[config.mk]
export PLATFORM = sky130hd
export DESIGN_NAME = hashed_key_table_refcount
export DESIGN_NICKNAME = d
export VERILOG_FILES = /design/src/rtl/hktr_pkg.sv /design/src/rtl/hktr_ctrl.sv /design/src/rtl/hktr_datapath.sv /design/src/rtl/hashed_key_table_refcount.sv
export SDC_FILE = /design/constraint.sdc
export NUM_CORES = 2
export LEC_CHECK = 0
export BUFFER_PORTS_ARGS = -buffer_cell sky130_fd_sc_hd__buf_2
export CORE_ASPECT_RATIO = 1.4
export CORE_UTILIZATION = 50
export DETAILED_ROUTE_END_ITERATION = 8
export GPL_TIMING_DRIVEN = 1
export HOLD_SLACK_MARGIN = 0.02
export PLACE_DENSITY = 0.75
export SLEW_MARGIN = 20
export SYNTH_ARGS = -nofsm -noshare
export SYNTH_HDL_FRONTEND = slang
export SYNTH_SLANG_ARGS = --single-unit
[constraint.sdc]
create_clock -name clk -period 5.37 [get_ports clk]
set_input_delay 0.537 -clock clk [delete_from_list [all_inputs] [get_ports clk]]
set_output_delay 0.537 -clock clk [all_outputs]
set_load 0.05 [all_outputs]
[src/rtl/hktr_pkg.sv]
// Package for the hashed key table: payload structs, controller/datapath
// command and status structs, and shared constants.
// No dependencies.
package hktr_pkg;

    localparam int DEF_TABLE_DEPTH = 64;
    localparam int DEF_COUNT_WIDTH = 16;

    localparam int HASH_W = 32;
    localparam int ID_W   = 6;
    localparam int USE_W  = 16;

    localparam logic [HASH_W-1:0] HASH_MUL = 32'd7723;
    localparam logic [HASH_W-1:0] CHAR_MUL = 32'd9973;

    localparam logic CMD_HASH  = 1'b0;
    localparam logic CMD_CLEAR = 1'b1;

    typedef struct packed {
        logic       command;
        logic [7:0] char_code;
        logic       last_char;
    } in_item_t;

    typedef struct packed {
        logic [HASH_W-1:0] key_hash;
        logic [ID_W-1:0]   entry_id;
        logic [USE_W-1:0]  use_count;
        logic              was_new;
        logic              table_full;
    } out_item_t;

    typedef struct packed {
        logic hash_step;     // fold char into hash; on last char latch key, start search
        logic table_clear;
        logic search_read;   // read key at midpoint
        logic search_update; // narrow bounds from midpoint key
        logic check_read;    // read key/id at lower bound
        logic cnt_read;      // read use count of the hit entry
        logic shift_start;
        logic shift_step;
        logic insert;
        logic cnt_update;
        logic set_full;
        logic out_load;
    } dp_cmd_t;

    typedef struct packed {
        logic lo_lt_hi;
        logic key_below;
        logic hit;
        logic full;
        logic need_shift;
        logic shift_more;
        logic out_free;
    } dp_stat_t;

endpackage

[src/rtl/hktr_ctrl.sv]
// Controller for the hashed key table: sequences hashing, binary search,
// ordered insert and result hand-off. Depends on hktr_pkg.
module hktr_ctrl (
    input  logic              clk,
    input  logic              rst_n,
    input  logic              in_valid,
    output logic              in_ready,
    input  hktr_pkg::in_item_t in_item,
    input  hktr_pkg::dp_stat_t stat,
    output hktr_pkg::dp_cmd_t  cmd
);
    import hktr_pkg::*;

    localparam logic [2:0] ST_IDLE   = 3'd0;
    localparam logic [2:0] ST_SEARCH = 3'd1;
    localparam logic [2:0] ST_PROBE  = 3'd2;
    localparam logic [2:0] ST_CHECK  = 3'd3;
    localparam logic [2:0] ST_SHIFT  = 3'd4;
    localparam logic [2:0] ST_INSERT = 3'd5;
    localparam logic [2:0] ST_COUNT  = 3'd6;
    localparam logic [2:0] ST_RESULT = 3'd7;

    logic [2:0] state_reg;
    logic [2:0] state_next;

    assign in_ready = (state_reg == ST_IDLE);

    always_comb
    begin
        cmd        = '0;
        state_next = state_reg;
        unique case (state_reg)
            ST_IDLE:
            begin
                if (in_valid)
                begin
                    if (in_item.command == CMD_CLEAR)
                    begin
                        cmd.table_clear = 1'b1;
                    end
                    else
                    begin
                        cmd.hash_step = 1'b1;
                        if (in_item.last_char)
                        begin
                            state_next = ST_SEARCH;
                        end
                    end
                end
            end
            ST_SEARCH:
            begin
                if (stat.lo_lt_hi)
                begin
                    cmd.search_read = 1'b1;
                    state_next      = ST_PROBE;
                end
                else
                begin
                    cmd.check_read = 1'b1;
                    state_next     = ST_CHECK;
                end
            end
            ST_PROBE:
            begin
                cmd.search_update = 1'b1;
                state_next        = ST_SEARCH;
            end
            ST_CHECK:
            begin
                priority if (stat.hit)
                begin
                    cmd.cnt_read = 1'b1;
                    state_next   = ST_COUNT;
                end
                else if (stat.full)
                begin
                    cmd.set_full = 1'b1;
                    state_next   = ST_RESULT;
                end
                else if (stat.need_shift)
                begin
                    cmd.shift_start = 1'b1;
                    state_next      = ST_SHIFT;
                end
                else
                begin
                    state_next = ST_INSERT;
                end
            end
            ST_SHIFT:
            begin
                cmd.shift_step = 1'b1;
                if (!stat.shift_more)
                begin
                    state_next = ST_INSERT;
                end
            end
            ST_INSERT:
            begin
                cmd.insert = 1'b1;
                state_next = ST_RESULT;
            end
            ST_COUNT:
            begin
                cmd.cnt_update = 1'b1;
                state_next     = ST_RESULT;
            end
            ST_RESULT:
            begin
                if (stat.out_free)
                begin
                    cmd.out_load = 1'b1;
                    state_next   = ST_IDLE;
                end
            end
            default:
            begin
                state_next = ST_IDLE;
            end
        endcase
    end

    always_ff @(posedge clk or negedge rst_n)
    begin
        if (!rst_n)
        begin
            state_reg <= ST_IDLE;
        end
        else
        begin
            state_reg <= state_next;
        end
    end

endmodule

[src/rtl/hktr_datapath.sv]
// Datapath for the hashed key table: running hash, search bounds, the
// sorted key/id memories, the use-count memory and the output register.
// Depends on hktr_pkg.
module hktr_datapath #(
    parameter int TABLE_DEPTH = hktr_pkg::DEF_TABLE_DEPTH,
    parameter int COUNT_WIDTH = hktr_pkg::DEF_COUNT_WIDTH
) (
    input  logic                clk,
    input  logic                rst_n,
    input  hktr_pkg::in_item_t  in_item,
    input  hktr_pkg::dp_cmd_t   cmd,
    output hktr_pkg::dp_stat_t  stat,
    output logic                out_valid,
    input  logic                out_ready,
    output hktr_pkg::out_item_t out_item
);
    import hktr_pkg::*;

    localparam int IDW  = $clog2(TABLE_DEPTH);
    localparam int CNTW = $clog2(TABLE_DEPTH + 1);
    localparam logic [CNTW-1:0] DEPTH_C = CNTW'(TABLE_DEPTH);

    // storage
    logic [HASH_W-1:0]      key_mem [TABLE_DEPTH];
    logic [IDW-1:0]         id_mem  [TABLE_DEPTH];
    logic [COUNT_WIDTH-1:0] cnt_mem [TABLE_DEPTH];

    logic [HASH_W-1:0]      hash_reg;
    logic [HASH_W-1:0]      key_reg;
    logic [CNTW-1:0]        count_reg;
    logic [CNTW-1:0]        lo_reg;
    logic [CNTW-1:0]        hi_reg;
    logic [IDW-1:0]         mid_reg;
    logic [IDW-1:0]         wptr_reg;
    logic [IDW-1:0]         hit_id_reg;
    logic [HASH_W-1:0]      key_rdata_reg;
    logic [IDW-1:0]         id_rdata_reg;
    logic [COUNT_WIDTH-1:0] cnt_rdata_reg;
    logic [IDW-1:0]         res_id_reg;
    logic [COUNT_WIDTH-1:0] res_cnt_reg;
    logic                   res_new_reg;
    logic                   res_full_reg;
    logic                   out_valid_reg;
    out_item_t              out_reg;

    logic [HASH_W-1:0]      char_sext;
    logic [HASH_W-1:0]      hash_new;
    logic [CNTW:0]          mid_sum;
    logic [IDW-1:0]         mid;
    logic [CNTW-1:0]        count_m1;
    logic [CNTW:0]          lo_p1;
    logic [IDW-1:0]         rd_addr;
    logic                   kw_en;
    logic [IDW-1:0]         kw_addr;
    logic [HASH_W-1:0]      kw_key;
    logic [IDW-1:0]         kw_id;
    logic                   cw_en;
    logic [IDW-1:0]         cw_addr;
    logic [COUNT_WIDTH-1:0] cw_data;
    logic [COUNT_WIDTH-1:0] cnt_sat;
    logic [IDW+ID_W-1:0]    id_wide;
    logic [COUNT_WIDTH+USE_W-1:0] cnt_wide;

    assign char_sext = {{(HASH_W-8){in_item.char_code[7]}}, in_item.char_code};
    assign hash_new  = (hash_reg * HASH_MUL) ^ (char_sext * CHAR_MUL);

    assign mid_sum  = {1'b0, lo_reg} + {1'b0, hi_reg};
    assign mid      = mid_sum[IDW:1];
    assign count_m1 = count_reg - 1'b1;
    assign lo_p1    = {1'b0, lo_reg} + 1'b1;

    assign cnt_sat = (cnt_rdata_reg == '1) ? cnt_rdata_reg : cnt_rdata_reg + 1'b1;

    assign stat.lo_lt_hi   = (lo_reg < hi_reg);
    assign stat.key_below  = (key_rdata_reg < key_reg);
    assign stat.hit        = (lo_reg != count_reg) && (key_rdata_reg == key_reg);
    assign stat.full       = (count_reg == DEPTH_C);
    assign stat.need_shift = (count_reg != lo_reg);
    assign stat.shift_more = ({{(CNTW+1-IDW){1'b0}}, wptr_reg} > lo_p1);
    assign stat.out_free   = !out_valid_reg || out_ready;

    // shared read address of the key/id memories
    always_comb
    begin
        priority if (cmd.search_read)
        begin
            rd_addr = mid;
        end
        else if (cmd.shift_start)
        begin
            rd_addr = count_m1[IDW-1:0];
        end
        else if (cmd.shift_step)
        begin
            rd_addr = wptr_reg - IDW'(2);
        end
        else
        begin
            rd_addr = lo_reg[IDW-1:0];
        end
    end

    always_comb
    begin
        kw_en   = cmd.shift_step || cmd.insert;
        kw_addr = lo_reg[IDW-1:0];
        kw_key  = key_reg;
        kw_id   = count_reg[IDW-1:0];
        if (cmd.shift_step)
        begin
            kw_addr = wptr_reg;
            kw_key  = key_rdata_reg;
            kw_id   = id_rdata_reg;
        end
    end

    always_comb
    begin
        cw_en   = cmd.insert || cmd.cnt_update;
        cw_addr = count_reg[IDW-1:0];
        cw_data = COUNT_WIDTH'(1);
        if (cmd.cnt_update)
        begin
            cw_addr = hit_id_reg;
            cw_data = cnt_sat;
        end
    end

    always_ff @(posedge clk)
    begin
        if (kw_en)
        begin
            key_mem[kw_addr] <= kw_key;
            id_mem[kw_addr]  <= kw_id;
        end
        key_rdata_reg <= key_mem[rd_addr];
        id_rdata_reg  <= id_mem[rd_addr];
    end

    always_ff @(posedge clk)
    begin
        if (cw_en)
        begin
            cnt_mem[cw_addr] <= cw_data;
        end
        cnt_rdata_reg <= cnt_mem[id_rdata_reg];
    end

    // control state
    always_ff @(posedge clk or negedge rst_n)
    begin
        if (!rst_n)
        begin
            hash_reg      <= '0;
            count_reg     <= '0;
            out_valid_reg <= 1'b0;
        end
        else
        begin
            if (cmd.table_clear)
            begin
                hash_reg  <= '0;
                count_reg <= '0;
            end
            else if (cmd.hash_step)
            begin
                hash_reg <= in_item.last_char ? '0 : hash_new;
            end
            if (cmd.insert)
            begin
                count_reg <= count_reg + 1'b1;
            end
            if (cmd.out_load)
            begin
                out_valid_reg <= 1'b1;
            end
            else if (out_ready)
            begin
                out_valid_reg <= 1'b0;
            end
        end
    end

    // payload registers
    always_ff @(posedge clk)
    begin
        if (cmd.hash_step && in_item.last_char)
        begin
            key_reg <= hash_new;
            lo_reg  <= '0;
            hi_reg  <= count_reg;
        end
        if (cmd.search_read)
        begin
            mid_reg <= mid;
        end
        if (cmd.search_update)
        begin
            if (stat.key_below)
            begin
                lo_reg <= CNTW'(mid_reg) + 1'b1;
            end
            else
            begin
                hi_reg <= CNTW'(mid_reg);
            end
        end
        if (cmd.shift_start)
        begin
            wptr_reg <= count_reg[IDW-1:0];
        end
        else if (cmd.shift_step)
        begin
            wptr_reg <= wptr_reg - 1'b1;
        end
        if (cmd.cnt_read)
        begin
            hit_id_reg <= id_rdata_reg;
        end
        if (cmd.insert)
        begin
            res_id_reg   <= count_reg[IDW-1:0];
            res_cnt_reg  <= COUNT_WIDTH'(1);
            res_new_reg  <= 1'b1;
            res_full_reg <= 1'b0;
        end
        else if (cmd.cnt_update)
        begin
            res_id_reg   <= hit_id_reg;
            res_cnt_reg  <= cnt_sat;
            res_new_reg  <= 1'b0;
            res_full_reg <= 1'b0;
        end
        else if (cmd.set_full)
        begin
            res_id_reg   <= '0;
            res_cnt_reg  <= '0;
            res_new_reg  <= 1'b0;
            res_full_reg <= 1'b1;
        end
        if (cmd.out_load)
        begin
            out_reg.key_hash   <= key_reg;
            out_reg.entry_id   <= id_wide[ID_W-1:0];
            out_reg.use_count  <= cnt_wide[USE_W-1:0];
            out_reg.was_new    <= res_new_reg;
            out_reg.table_full <= res_full_reg;
        end
    end

    assign id_wide  = {{ID_W{1'b0}}, res_id_reg};
    assign cnt_wide = {{USE_W{1'b0}}, res_cnt_reg};

    assign out_valid = out_valid_reg;
    assign out_item  = out_reg;

endmodule

[src/rtl/hashed_key_table_refcount.sv]
// Top level of the hashed key table with use counts: controller plus
// datapath. Depends on hktr_pkg, hktr_ctrl and hktr_datapath.
//
// Names arrive one character per transfer and, while no lookup is in
// progress, are hashed at one character per cycle (hash = hash*7723 ^
// sext(char)*9973, mod 2^32). The transfer marked last_char triggers a
// lookup in a sorted table of TABLE_DEPTH keys and yields one result;
// other characters and the clear command yield none. A lookup runs the
// binary-search probes (at most ceil(log2(N+1)) for N stored keys), then
// reads and checks the lower-bound entry. A hit then updates the use
// count, a full table adds nothing, and an insert at position pos moves
// the N-pos entries above it one per cycle through the single write port
// of the key memory, then writes the new key. The result goes to the
// output register once that register is free or being accepted. A
// finished result waits in the output register while the next name is
// taken. The memories need no clearing pass after reset.
module hashed_key_table_refcount #(
    parameter int TABLE_DEPTH = hktr_pkg::DEF_TABLE_DEPTH,
    parameter int COUNT_WIDTH = hktr_pkg::DEF_COUNT_WIDTH
) (
    input  logic                clk,
    input  logic                rst_n,
    input  logic                in_valid,
    output logic                in_ready,
    input  hktr_pkg::in_item_t  in_item,
    output logic                out_valid,
    input  logic                out_ready,
    output hktr_pkg::out_item_t out_item
);
    import hktr_pkg::*;

    dp_cmd_t  cmd;
    dp_stat_t stat;

    hktr_ctrl u_ctrl (
        .clk      (clk),
        .rst_n    (rst_n),
        .in_valid (in_valid),
        .in_ready (in_ready),
        .in_item  (in_item),
        .stat     (stat),
        .cmd      (cmd)
    );

    hktr_datapath #(
        .TABLE_DEPTH (TABLE_DEPTH),
        .COUNT_WIDTH (COUNT_WIDTH)
    ) u_datapath (
        .clk       (clk),
        .rst_n     (rst_n),
        .in_item   (in_item),
        .cmd       (cmd),
        .stat      (stat),
        .out_valid (out_valid),
        .out_ready (out_ready),
        .out_item  (out_item)
    );

endmodule

==> impl_metrics.tcl <==
set metrics [dict create \
    grt_pass1_vias 93160 \
    hold_end "u_datapath.out_valid" \
    coreArea_um2 302300 \
    die_w_um 467.7 \
    critPathKind "reg2reg" \
    numCtsBuffers 336 \
    post-route-util_pct 57.58 \
    fill_cells 21770 \
    syn-num-nets 10200 \
    dr.pass1.iters 7 \
    yosysWarnings 0 \
    r2r-end "u_datapath.hash_reg[27]" \
    fmax_mhz 191.5 \
    drt_iter0_drc 12890 \
    antenna_found_initial 22 \
    ys_types 84 \
    drcViolationCount 0 \
    synth_edf_count 3568 \
    rsz0062_at_grt "yes" \
    crit_fanout 3 \
    grt_use_total_pct 27.95 \
    hold_path_class "in2reg" \
    clk_pin_slew_ns 0.07 \
    ios 72 \
    reg2reg_setup_slack_ns 0.15 \
    maxSlewHeadroom_pct 26.39 \
    ctsHtreeMaxLevel 5 \
    fin_crit_ns 5.222 \
    fin_nets 10730 \
    fin_worst_skew_ns 0.06645 \
    dp_hpwl_um 264900 \
    outcome "finished, final reports clean" \
    initial_core_util_pct 50.22 \
    vias 93090 \
    cp.arrival_ns 6.03 \
    largest_register "u_datapath.key_mem" \
    largest_reg_flops 2048 \
    cts_root_buf "clkbuf_16" \
    vias_per_cell 6.379 \
    reg2reg_depth 20 \
    worst_pin_slew_ns 1.096 \
    finalHoldViolCount 0 \
    worstSetupEndpointType "register" \
    ant_nets 0 \
    regToRegStartpoint "u_datapath.hash_reg[10]" \
    worstHoldStart "out_ready" \
    ys_seq_area_share_pct 72.42 \
    clock_sinks 3697 \
    tritoncts "built" \
    crit_path_start_kind "register" \
    gr-total-overflow 0 \
    die_h_um 654.0 \
    grt_first_pass_wirelength_um 622400 \
    finalMaxSlewViolations 0 \
    io_buffers 71 \
    row_count 239 \
    synthCells 9805 \
    ys.flop_type "edfxtp_1" \
    min_period_over_period_pct 97.24 \
    synth-seq-cells 3697 \
    wl_per_cell_um 29.83 \
    grt_max_degree 107 \
    reg_top3 "u_datapath.key_mem x2048, u_datapath.cnt_mem x1024, u_datapath.id_mem x384" \
    syn_area_per_cell_um2 15.48 \
    syn2layout_area_growth_pct 14.67 \
    finalSetupViolCount 0 \
    maxCapViolCount 0 \
    gp_congestion 0.9237 \
    worstPathRequired_ns 6.18 \
    synth-async-reset-ratio_pct 1.163 \
    synth_area_um2 151800 \
    drive_gt1_share_pct 17.00 \
    pre_cts_slack_ns -0.2807 \
    hold_depth 3 \
    worst_slack_ns 0.1480 \
    fp.dieArea_um2 305900 \
    cts_buffer_depth 4 \
    wl_um 435200 \
    clock_latency_ns 0.92 \
]
==> what timing repair did <==
item | in CTS | in global routing
pin swaps | 10 | 17
buffers inserted | 5 | 4
hold endpoints to repair | 43 | 0
hold buffers | 1 | 0
endpoints found under the setup margin | 12 | 19
cloned | 0 | 0
resized for setup | 12 | 34
==> critical path: stages, from the launching register on <==
cell,delay (ns)
dfrtp_1,0.37
inv_2,0.05
fa_1,0.54
inv_1,0.05
fa_1,0.49
fa_1,0.53
inv_1,0.05
fa_1,0.45
fa_1,0.52
inv_2,0.05
ha_4,0.21
a21o_1,0.19
a21oi_2,0.16
and3_1,0.18
o211ai_1,0.14
a41oi_2,0.31
o21ai_2,0.09
and2_4,0.16
or2_4,0.24
xnor2_2,0.14
a22o_1,0.20
==> worst max-delay path by stage <==
stage | from | endpoint | slack, ns | depth (start not counted)
after floorplan | u_datapath.hash_reg[8] | u_datapath.hash_reg[29] | 0.01 | 20
after global placement | u_datapath.hash_reg[8] | u_datapath.hash_reg[29] | -0.21 | 20
after detailed placement | u_datapath.hash_reg[8] | u_datapath.hash_reg[29] | -0.28 | 20
after CTS | u_datapath.hash_reg[8] | u_datapath.hash_reg[29] | 0.003 | 20
after global routing | u_datapath.hash_reg[1] | u_datapath.hash_reg[27] | -0.06 | 19
final | u_datapath.hash_reg[10] | u_datapath.hash_reg[27] | 0.15 | 20
==> metrics by stage <==
step	instance area (um^2)	instances	setup TNS (ns)	hold WS [ns]
final	174100	14590	0	0.1930
after global routing	174100	14580	-0.3301	0.2008
after global placement	162600	13960	-1.184	0.4133
after floorplan	151800	9805	0	0.2414
after CTS	173900	14580	0	0.1091
after detailed placement	162600	13960	-1.282	0.4125
==> routing by layer <==
layer | wire length, um | track usage, % | vias to the layer above
li1 | - | - | 38430
met1 | 146000 | 33.68 | 46790
met2 | 214500 | 46.91 | 6417
met3 | 45800 | 5.160 | 1449
met4 | 28960 | 16.47 | 8
met5 | 60 | 0 | -
==> synth_stat cells (10+ instances only) <==
master	instances	area (um^2)
edfxtp_1	3568	107100
nand2_1	1631	6122
a21oi_1	674	3373
inv_1	427	1603
mux4_2	336	7567
nand3_1	312	1562
clkbuf_1	248	930.9
ha_1	216	2703
nor2_1	199	747.0
buf_2	195	975.9
mux2i_1	178	1782
nand4_1	167	1045
a221oi_1	164	1436
fa_1	161	3223
a32oi_1	152	1331
o21ai_0	105	525.5
a21o_1	101	758.2
a211oi_1	93	698.2
dfxtp_1	86	1722
xnor2_1	82	718.2
buf_1	78	292.8
a22o_1	63	551.8
a31oi_1	57	356.6
xor2_1	49	429.2
dfrtp_1	43	1076
a22oi_1	42	315.3
nor3_1	40	200.2
and3_1	37	231.5
buf_4	31	232.7
nand2b_1	20	125.1
nor2b_1	16	100.1
o21ai_1	16	80.08
a311oi_1	14	122.6
nor4_1	14	87.58
o311a_1	14	140.1
mux2_2	12	135.1
a21boi_0	10	75.07
nand3b_1	10	75.07
or4b_1	10	100.1
==> cells by family after synthesis <==
kind of cell,share of synthesized area (%)
buffers and inverters,2.708
XOR/XNOR,0.7557
multiplexers,6.247
AND/OR/NAND/NOR,7.132
AO/OA/AOI/OAI,6.839
flip-flops,72.42
adder cells (fa/ha/maj),3.903
==> placed cells by master (no fill, tap or decap), types with 56 or more instances in the layout <==
master / Yosys / layout
a211oi_1: 93 / 92
a21o_1: 101 / 101
a21oi_1: 674 / 665
a221oi_1: 164 / 164
a22o_1: 63 / 63
a31oi_1: 57 / 56
a32oi_1: 152 / 152
buf_12: 0 / 143
buf_2: 195 / 71
buf_4: 31 / 535
clkbuf_1: 248 / 59
clkbuf_16: 0 / 343
clkinv_2: 0 / 65
dfxtp_1: 86 / 82
edfxtp_1: 3568 / 3568
fa_1: 161 / 159
ha_1: 216 / 213
inv_1: 427 / 416
mux2i_1: 178 / 178
mux4_2: 336 / 336
nand2_1: 1631 / 1629
nand3_1: 312 / 310
nand4_1: 167 / 167
nor2_1: 199 / 121
nor2_4: 0 / 76
o21ai_0: 105 / 66
xnor2_1: 82 / 81
==> final cells by class <==
class | instances | area (um^2) | area share, %
Multi-Input combinational cell | 5121 | 39120 | 22.47
Sequential cell | 3697 | 110000 | 63.16
Clock buffer | 412 | 8942 | 5.137
Timing Repair Buffer | 750 | 7244 | 4.161
Antenna cell | 13 | 32.53 | 0.01869
Clock inverter | 196 | 2212 | 1.271
Inverter | 428 | 1607 | 0.9229
Tap cell | 3976 | 4975 | 2.858
Power is left out: the tool's default activity adds up to more than one toggle a clock period on the data nets, which glitch-free logic cannot reach.
